<file path="config.mk">
export PLATFORM = sky130hd
export DESIGN_NAME = best_fit_block_allocator_unit
export DESIGN_NICKNAME = d
export VERILOG_FILES = /design/src/sv/bfba_pkg.sv /design/src/sv/bfba_round.sv /design/src/sv/bfba_mem.sv /design/src/sv/best_fit_block_allocator_unit.sv
export SDC_FILE = /design/constraint.sdc
export NUM_CORES = 2
export LEC_CHECK = 0
export ABC_CLOCK_PERIOD_IN_PS = 9300
export BUFFER_PORTS_ARGS = -buffer_cell sky130_fd_sc_hd__buf_2
export CORE_AREA = 2 2 362 364
export CTS_BUF_LIST = sky130_fd_sc_hd__clkbuf_8
export DETAILED_ROUTE_END_ITERATION = 8
export DIE_AREA = 0 0 364 366
export GPL_ROUTABILITY_DRIVEN = 0
export MAX_ROUTING_LAYER = met4
export PLACE_DENSITY = 0.68
export RECOVER_POWER = 25
export SLEW_MARGIN = 25
export SYNTH_ARGS = -nofsm -noshare
export SYNTH_HDL_FRONTEND = slang
export SYNTH_SLANG_ARGS = --single-unit
</file>
<file path="constraint.sdc">
create_clock -name clk -period 9.3 [get_ports clk]
set_input_delay 0.93 -clock clk [delete_from_list [all_inputs] [get_ports clk]]
set_output_delay 0.93 -clock clk [all_outputs]
set_load 0.05 [all_outputs]
</file>
<file path="src/sv/bfba_pkg.sv">
`timescale 1ns / 1ps
package bfba_pkg;

  localparam int FREE_ENTRIES = 16;
  localparam int IDX_W = $clog2(FREE_ENTRIES);
  localparam int CNT_W = $clog2(FREE_ENTRIES + 1);
  localparam int DATA_W = 32;
  localparam int STEP_W = $clog2(DATA_W);
  localparam int CHUNK_W = 17;
  localparam int PID_W = 16;
  localparam logic [CHUNK_W-1:0] CHUNK_RESET = CHUNK_W'(256);

  typedef enum logic {
    CMD_APPEND = 1'b0,
    CMD_ALLOC  = 1'b1
  } cmd_t;

  typedef enum logic [1:0] {
    ST_OK         = 2'd0,
    ST_NO_FIT     = 2'd1,
    ST_BAD_PID    = 2'd2,
    ST_TABLE_FULL = 2'd3
  } status_t;

  typedef enum logic [2:0] {
    S_IDLE,
    S_ROUND,
    S_SCAN,
    S_SH_RD,
    S_SH_WR,
    S_DONE
  } state_t;

  typedef struct packed {
    logic [DATA_W-1:0] start;
    logic [DATA_W-1:0] size;
  } entry_t;

  typedef struct packed {
    logic              done;
    logic              ovf;
    logic [DATA_W-1:0] need;
  } rnd_res_t;

endpackage

</file>
<file path="src/sv/bfba_round.sv">
`timescale 1ns / 1ps
module bfba_round
  import bfba_pkg::*;
(
  input  logic               clk,
  input  logic               rst,
  input  logic               go,
  input  logic [DATA_W-1:0]  size_in,
  input  logic [CHUNK_W-1:0] chunk,
  output rnd_res_t           res
);

  logic               busy;
  logic               fin;
  logic               done;
  logic               ovf;
  logic [DATA_W-1:0]  need;
  logic [STEP_W-1:0]  cnt;
  logic [CHUNK_W-1:0] g;
  logic [CHUNK_W-1:0] r;
  logic [CHUNK_W-1:0] r_next;
  logic [DATA_W-1:0]  sh;
  logic [DATA_W-1:0]  sz;
  logic [CHUNK_W:0]   t;
  logic [DATA_W:0]    sum;

  assign res = {done, ovf, need};

  // one quotient bit per cycle, remainder only
  always_comb begin
    t = {r, sh[DATA_W-1]};
    if (t >= {1'b0, g}) begin
      r_next = CHUNK_W'(t - {1'b0, g});
    end else begin
      r_next = t[CHUNK_W-1:0];
    end
    if (r != '0) begin
      sum = {1'b0, sz} + (DATA_W+1)'(g - r);
    end else begin
      sum = {1'b0, sz};
    end
  end

  always_ff @(posedge clk) begin
    if (rst) begin
      busy <= 1'b0;
      fin  <= 1'b0;
      done <= 1'b0;
    end else begin
      done <= 1'b0;
      if (go) begin
        busy <= 1'b1;
        fin  <= 1'b0;
      end else if (busy) begin
        if (cnt == STEP_W'(DATA_W - 1)) begin
          busy <= 1'b0;
          fin  <= 1'b1;
        end
      end else if (fin) begin
        fin  <= 1'b0;
        done <= 1'b1;
      end
    end
  end

  always_ff @(posedge clk) begin
    if (go) begin
      cnt <= '0;
      r   <= '0;
      sh  <= size_in;
      sz  <= size_in;
      g   <= (chunk == '0) ? CHUNK_W'(1) : chunk;
    end else if (busy) begin
      cnt <= cnt + STEP_W'(1);
      r   <= r_next;
      sh  <= {sh[DATA_W-2:0], 1'b0};
    end else if (fin) begin
      need <= sum[DATA_W-1:0];
      ovf  <= sum[DATA_W];
    end
  end

endmodule

</file>
<file path="src/sv/bfba_mem.sv">
`timescale 1ns / 1ps
module bfba_mem
  import bfba_pkg::*;
(
  input  logic             clk,
  input  logic             we,
  input  logic [IDX_W-1:0] waddr,
  input  entry_t           wdata,
  input  logic             re,
  input  logic [IDX_W-1:0] raddr,
  output entry_t           rdata
);

  entry_t mem [FREE_ENTRIES];

  always_ff @(posedge clk) begin
    if (we) begin
      mem[waddr] <= wdata;
    end
  end

  always_ff @(posedge clk) begin
    if (re) begin
      rdata <= mem[raddr];
    end
  end

endmodule

</file>
<file path="src/sv/best_fit_block_allocator_unit.sv">
`timescale 1ns / 1ps
// Best-fit free-block allocator.
// Input channel (in_valid/in_ready): cmd, process_id, req_size, block_start.
//   cmd 0 appends a free block to the table; cmd 1 allocates req_size bytes,
//   rounded up to a multiple of chunk_size, from the smallest block that fits.
// Output channel (out_valid/out_ready): address and status, one item per input.
// Config channel (cfg_valid/cfg_ready): writes chunk_size; write it while idle.
// One item at a time; in_ready is high only while no item is in work.
// Steps: an append or a bad pid goes straight to the result; an allocation
//   first finds the rounded size with the one-bit-per-cycle remainder (an
//   overflow ends it with no fit), then scans the table entries through the
//   single read port, then on an exact fit moves each later entry down by one.
// in_ready returns on the same edge that raises out_valid.
// The result register frees the input side: a new item is taken while a
//   result still waits; a stalled receiver only holds the following result.
// Reset: table empty, chunk_size 256, no result pending.
module best_fit_block_allocator_unit
  import bfba_pkg::*;
(
  input  logic               clk,
  input  logic               rst,
  input  logic               in_valid,
  output logic               in_ready,
  input  logic               cmd,
  input  logic [PID_W-1:0]   process_id,
  input  logic [DATA_W-1:0]  req_size,
  input  logic [DATA_W-1:0]  block_start,
  output logic               out_valid,
  input  logic               out_ready,
  output logic [DATA_W-1:0]  address,
  output logic [1:0]         status,
  input  logic               cfg_valid,
  output logic               cfg_ready,
  input  logic [CHUNK_W-1:0] chunk_size
);

  state_t             state;
  state_t             state_next;
  logic [CHUNK_W-1:0] chunk;
  logic [CNT_W-1:0]   free_count;
  logic [CNT_W-1:0]   free_count_next;
  logic [CNT_W-1:0]   idx;
  logic [CNT_W-1:0]   idx_next;
  logic               pv;
  logic               pv_next;
  logic [IDX_W-1:0]   pidx;
  logic               found;
  logic               found_next;
  logic [IDX_W-1:0]   best;
  logic [IDX_W-1:0]   best_next;
  logic [DATA_W-1:0]  best_size;
  logic [DATA_W-1:0]  best_size_next;
  logic [DATA_W-1:0]  best_start;
  logic [DATA_W-1:0]  best_start_next;
  logic [DATA_W-1:0]  need;
  logic [DATA_W-1:0]  need_next;
  logic [DATA_W-1:0]  res_addr;
  logic [DATA_W-1:0]  res_addr_next;
  status_t            res_st;
  status_t            res_st_next;
  logic               load_out;
  logic               accept;
  logic               rnd_go;
  rnd_res_t           rnd;
  logic               we;
  logic [IDX_W-1:0]   waddr;
  entry_t             wdata;
  logic               re;
  logic [IDX_W-1:0]   raddr;
  entry_t             rdata;

  assign in_ready  = (state == S_IDLE);
  assign cfg_ready = 1'b1;
  assign accept    = in_valid && in_ready;
  assign rnd_go    = accept && (cmd == CMD_ALLOC) && (process_id != '0);

  bfba_round u_round (
    .clk     (clk),
    .rst     (rst),
    .go      (rnd_go),
    .size_in (req_size),
    .chunk   (chunk),
    .res     (rnd)
  );

  bfba_mem u_mem (
    .clk   (clk),
    .we    (we),
    .waddr (waddr),
    .wdata (wdata),
    .re    (re),
    .raddr (raddr),
    .rdata (rdata)
  );

  always_comb begin
    state_next      = state;
    free_count_next = free_count;
    idx_next        = idx;
    pv_next         = 1'b0;
    found_next      = found;
    best_next       = best;
    best_size_next  = best_size;
    best_start_next = best_start;
    need_next       = need;
    res_addr_next   = res_addr;
    res_st_next     = res_st;
    load_out        = 1'b0;
    we              = 1'b0;
    waddr           = idx[IDX_W-1:0];
    wdata           = rdata;
    re              = 1'b0;
    raddr           = idx[IDX_W-1:0];
    case (state)
      S_IDLE: begin
        if (accept) begin
          res_addr_next = '0;
          if (cmd == CMD_APPEND) begin
            if (free_count == CNT_W'(FREE_ENTRIES)) begin
              res_st_next = ST_TABLE_FULL;
            end else begin
              we              = 1'b1;
              waddr           = free_count[IDX_W-1:0];
              wdata.start     = block_start;
              wdata.size      = req_size;
              free_count_next = free_count + CNT_W'(1);
              res_st_next     = ST_OK;
            end
            state_next = S_DONE;
          end else if (process_id == '0) begin
            res_st_next = ST_BAD_PID;
            state_next  = S_DONE;
          end else begin
            state_next = S_ROUND;
          end
        end
      end
      S_ROUND: begin
        if (rnd.done) begin
          if (rnd.ovf) begin
            res_st_next = ST_NO_FIT;
            state_next  = S_DONE;
          end else begin
            need_next  = rnd.need;
            idx_next   = '0;
            found_next = 1'b0;
            state_next = S_SCAN;
          end
        end
      end
      S_SCAN: begin
        if (idx < free_count) begin
          re       = 1'b1;
          idx_next = idx + CNT_W'(1);
          pv_next  = 1'b1;
        end
        if (pv && (rdata.size >= need) && (!found || (rdata.size < best_size))) begin
          found_next      = 1'b1;
          best_next       = pidx;
          best_size_next  = rdata.size;
          best_start_next = rdata.start;
        end
        if (!pv && (idx == free_count)) begin
          if (!found) begin
            res_st_next = ST_NO_FIT;
            state_next  = S_DONE;
          end else begin
            res_st_next   = ST_OK;
            res_addr_next = best_start;
            if (best_size == need) begin
              idx_next   = CNT_W'(best);
              state_next = S_SH_RD;
            end else begin
              we          = 1'b1;
              waddr       = best;
              wdata.start = best_start + need;
              wdata.size  = best_size - need;
              state_next  = S_DONE;
            end
          end
        end
      end
      S_SH_RD: begin
        if ((idx + CNT_W'(1)) < free_count) begin
          re         = 1'b1;
          raddr      = IDX_W'(idx + CNT_W'(1));
          state_next = S_SH_WR;
        end else begin
          free_count_next = free_count - CNT_W'(1);
          state_next      = S_DONE;
        end
      end
      S_SH_WR: begin
        we         = 1'b1;
        idx_next   = idx + CNT_W'(1);
        state_next = S_SH_RD;
      end
      S_DONE: begin
        if (!out_valid || out_ready) begin
          load_out   = 1'b1;
          state_next = S_IDLE;
        end
      end
      default: begin
        state_next = S_IDLE;
      end
    endcase
  end

  always_ff @(posedge clk) begin
    if (rst) begin
      state      <= S_IDLE;
      free_count <= '0;
      chunk      <= CHUNK_RESET;
      out_valid  <= 1'b0;
      pv         <= 1'b0;
    end else begin
      state      <= state_next;
      free_count <= free_count_next;
      pv         <= pv_next;
      if (cfg_valid && cfg_ready) begin
        chunk <= chunk_size;
      end
      if (load_out) begin
        out_valid <= 1'b1;
      end else if (out_ready) begin
        out_valid <= 1'b0;
      end
    end
  end

  always_ff @(posedge clk) begin
    idx        <= idx_next;
    pidx       <= idx[IDX_W-1:0];
    found      <= found_next;
    best       <= best_next;
    best_size  <= best_size_next;
    best_start <= best_start_next;
    need       <= need_next;
    res_addr   <= res_addr_next;
    res_st     <= res_st_next;
    if (load_out) begin
      address <= res_addr;
      status  <= res_st;
    end
  end

`ifndef ASSERT_OFF
  a_count_bound: assert property (@(posedge clk) disable iff (rst)
    free_count <= CNT_W'(FREE_ENTRIES))
    else $error("free block count above table depth");

  a_full_keeps: assert property (@(posedge clk) disable iff (rst)
    accept && (cmd == CMD_APPEND) && (free_count == CNT_W'(FREE_ENTRIES))
    |=> free_count == CNT_W'(FREE_ENTRIES))
    else $error("append to full table changed count");

  a_best_fits: assert property (@(posedge clk) disable iff (rst)
    (state == S_SCAN) && found |-> best_size >= need)
    else $error("chosen block smaller than request");

  a_err_addr_zero: assert property (@(posedge clk) disable iff (rst)
    out_valid && (status != ST_OK) |-> address == '0)
    else $error("nonzero address on failed item");
`endif

endmodule

</file>
==> impl_summary.md <==
Timing
The maximum clock skew at final layout is slightly above 0.05 ns. Subtracting the final worst setup slack from the clock period gives ~7.0 ns. The tightest hold path in the finished design has a slack of between 0.2 and 0.25 ns. At the pin with the least slew margin, the transition time is approximately 3.4 ns. The relative max-transition margin is -1.29. The final setup TNS is 0 ns. Setup repair after global routing left no endpoint under its margin. The peak clock frequency supported by timing is approximately 140 MHz. The number of endpoints with negative hold slack in the final report is 0. The final count of pins violating max slew is around 390.

The number of setup violations in the final report is 0. The part of the cycle the worst path needs is 0.755.

Synth
The proportion of synthesized chip area in sequential cells is 0.633. The most used flip-flop cell after synthesis is edfxtp_1. The synthesized design contains 1376 enable-type register cells.

After synthesis, the share of flip-flops with an asynchronous set or reset is 0. The netlist uses 88 different library cells. The synthesized cell area is between 60000 and 70000 um2. The post-synthesis net count is 5927. The flip-flop and latch count after synthesis is ~1400. Synthesis produced about 5600 cells. The mean area per synthesized cell is 11.9 um2. The warning count from the yosys run is 0.

Power and ir drop
The switching portion of total power is 0.369. The share of total power dissipated in sequential elements is 0.424. Summed over all nets, the switching power comes to approximately 7.9 mW.

Dividing total power by cell area gives a power density of between 200 and 300 nW/um2. Of the total power, combinational logic draws 0.338. The static leakage is about 25 nW. The share of power burned in the clock network is 0.238. The largest vdd supply drop is between 0.00015 and 0.0002 V. The completed layout was analyzed and its total power is ~21 mW. The cell-internal power is between 10 and 15 mW.

Critical path
The path depth of the worst reg2reg path is 7. The slack of the worst reg-to-reg path is around 2.3 ns. Of all nets on the critical path, the largest fanout is 69. Data arrives at the worst endpoint at about 8 ns. STA classifies the critical path startpoint as a flop. The setup path with the least slack is of type flop to flop. STA classifies the critical path endpoint as a flop.

The required time of the critical path is 10.10 ns.

Routing
After detailed routing, no signal wire sits above met4. After detailed routing, the met3 layer carries roughly 26000 um of wire. In the routed design, unresolved DRC markers number 0. The first-pass detailed-route iteration total is 9. The count of antenna-violating nets left after detailed routing is 0. Detailed routing inserted a total of 51900 vias.

The detail-routed via count per cell is around 6.8. In the detailed route, the total length drawn on met2 is approximately 92000 um. In this run, the number of DRC markers left after iteration 0 of detailed routing was approximately 7600. The average detailed-routed wire length per instance is 27.3 um.

The wire length reported by the detailed router is 208000 um. In the final routing, the length of wire on met1 measures approximately 81000 um.

Flow run
The count of maximum capacitance violations is 9.

Final layout
The layout overhead on the synthesized area is 10.0%. The cell area after layout is about 74000 um2. Leaving out fill and tap cells, the most frequent cells in the layout are edfxtp_1, o22ai_1, nor3_1. The fraction of final layout cells with drive strength greater than 1 is 0.0923.

The filler cells instantiated in the layout total between 10000 and 15000. The end-of-flow core utilization is 0.572. Leaving out fill and tap cells, the most frequent cell in the layout is edfxtp_1. In the final design database the tool counted ~6000 nets.

Outcome
The flow ran to the end, but the final reports show violations. The checks that failed: capacitance limit, slew limit.

Global routing
The number of global-route vias before repair was slightly below 50000. The number of antenna violations at the first check in global routing is 8. The total overflow reported by the global router is 0. The aggregate global-route resource usage is 0.310. The pin count of the biggest net entering global routing is ~220. The global-route wire length before repair is 301000 um.

Placed design
The count of buffers inserted at the top-level ports is between 100 and 150. The HPWL after detailed placement is roughly 120000 um. The area of placed instances is a little under 70000 um2.

CTS
In this run the deepest clock path goes through 3 buffers. Counting the buffers created by CTS gives roughly 230. The number of gates resized after CTS was 0.

The clock input transition at the sequential cells of the worst setup and hold paths is around 0.060 ns. The clock root buffer is clkbuf_8. For this design, the sink count on the clock tree is around 1400. The later pin in the worst-skew pair is clocked with a latency of approximately 0.96 ns. The post-CTS setup repair buffer count is 0. Buffers inserted to repair hold after CTS numbered 0.

TritonCTS built the clock tree. The number of H-tree levels is 4.

Floorplanning
The total core area is 129000 um2. The full die area is roughly 130000 um2. The vertical die dimension is 366 um. The I/O pin total is 140. The initial utilization of the core area, before any placement, comes to 0.520. The number of cell rows is between 100 and 150. The die outline width is 364 um.

Hold path
The worst hold path passes through 2 cells. The worst min-delay path category is input port to flop.
## flip-flops by register name, summed over array words and instances (netlist names), 2 cells and up
register and cells:
address 32, best 4, best_size 32, best_start 32
chunk 17, free_count 5, idx 5, need 32
pidx 4, res_addr 32, res_st 2, state 3
status 2, u_mem.mem 1024, u_mem.rdata 64, u_round.cnt 5
u_round.g 17, u_round.need 32, u_round.r 17, u_round.sh 32
u_round.sz 32
## cells in the mapped netlist (all sizes together), types with 4 or more instances
cell,n,area (um2)
edfxtp,1376,41300
o22ai,1079,6750
nor3,755,3780
clkbuf,339,1270
nand2,276,1040
nor2,224,841
a21oi,214,1080
ha,207,2590
inv,155,582
o21ai,135,676
nor4,83,526
buf,74,397
a21o,70,528
xnor2,68,596
dfxtp,56,1120
xor2,48,420
a211oi,45,343
mux2i,45,450
and3,42,263
nand3,31,155
nand4,31,194
nor2b,30,188
nand2b,21,131
o21a,18,138
o31ai,15,145
o21bai,14,105
o211ai,11,82.6
or2,11,68.8
a31oi,10,68.8
and2,10,62.6
a2111oi,8,76.3
mux2,8,90.1
or3,8,50.1
o22a,7,61.3
a211o,6,52.6
a21boi,6,45.0
fa,6,120
a41oi,5,51.3
o221ai,5,43.8
or4,5,37.5
and4,4,35.0
nand3b,4,30.0
## path summary, 6_finish.rpt
check                 from           end
max               state[2]  u_round.r[4]
min          chunk_size[8]      chunk[8]
max reg2reg       state[2]  u_round.r[4]
min reg2reg        pidx[0]       best[0]
## critical path: stages, from the launching register on
cell	delay (ns)
dfxtp_1	0.76
or3_1	0.36
nor2_1	0.14
nand2_1	0.09
clkbuf_1	1.36
clkinvlp_2	1.85
clkbuf_1	1.54
a311oi_1	0.70
## cell type report
| type | instances | area (um2) | area share |
|---|---|---|---|
| Sequential cell | 1432 | 42400 | 0.576 |
| Multi-Input combinational cell | 3610 | 22600 | 0.306 |
| Clock buffer | 242 | 3330 | 0.0452 |
| Tap cell | 1742 | 2180 | 0.0296 |
| Timing Repair Buffer | 253 | 1650 | 0.0224 |
| Clock inverter | 177 | 931 | 0.0126 |
| Inverter | 156 | 594 | 0.00806 |
| Antenna cell | 6 | 15.0 | 0.000204 |
## power by group through the flow
stage / registers, mW / clock network [mW] / logic (mW)
finish: 9.11 / 5.10 / 7.25
global route: 9.16 / 5.40 / 7.80
CTS: 9.07 / 5.14 / 7.13
detailed placement: 9.19 / 0 / 7.08
global placement: 9.17 / 0 / 6.95
floorplan: 9.11 / 0 / 4.86
## per-stage QoR
stage	instances	setup slack, ns
after CTS	7610	3.79
after floorplan	5611	1.99
after detailed placement	7191	3.81
after global placement	7191	3.89
final	7618	2.28
after global routing	7616	1.73
## per-layer routing
metal | vias up | GRT usage
met1 | 25200 | 0.421
met2 | 3541 | 0.447
met5 | - | -
met3 | 588 | 0.0627
met4 | 0 | 0.152
li1 | 22500 | -
## logic make-up (layout without fill, tap and decap cells)
| family | count (synthesis) | after routing | share of synthesized area |
|---|---|---|---|
| buffers and inverters | 569 | 828 | 0.0336 |
| adders and majority gates | 213 | 213 | 0.0404 |
| xor gates and xnor gates | 116 | 116 | 0.0152 |
| and+or+nand+nor | 1544 | 1544 | 0.112 |
| AOI/OAI and AO/OA | 1683 | 1683 | 0.158 |
| DFF | 1432 | 1432 | 0.633 |
| muxes | 53 | 53 | 0.00807 |
| other | 1 | 7 | 0.0000560 |
Note: power is estimated with default switching activity, not from simulation.
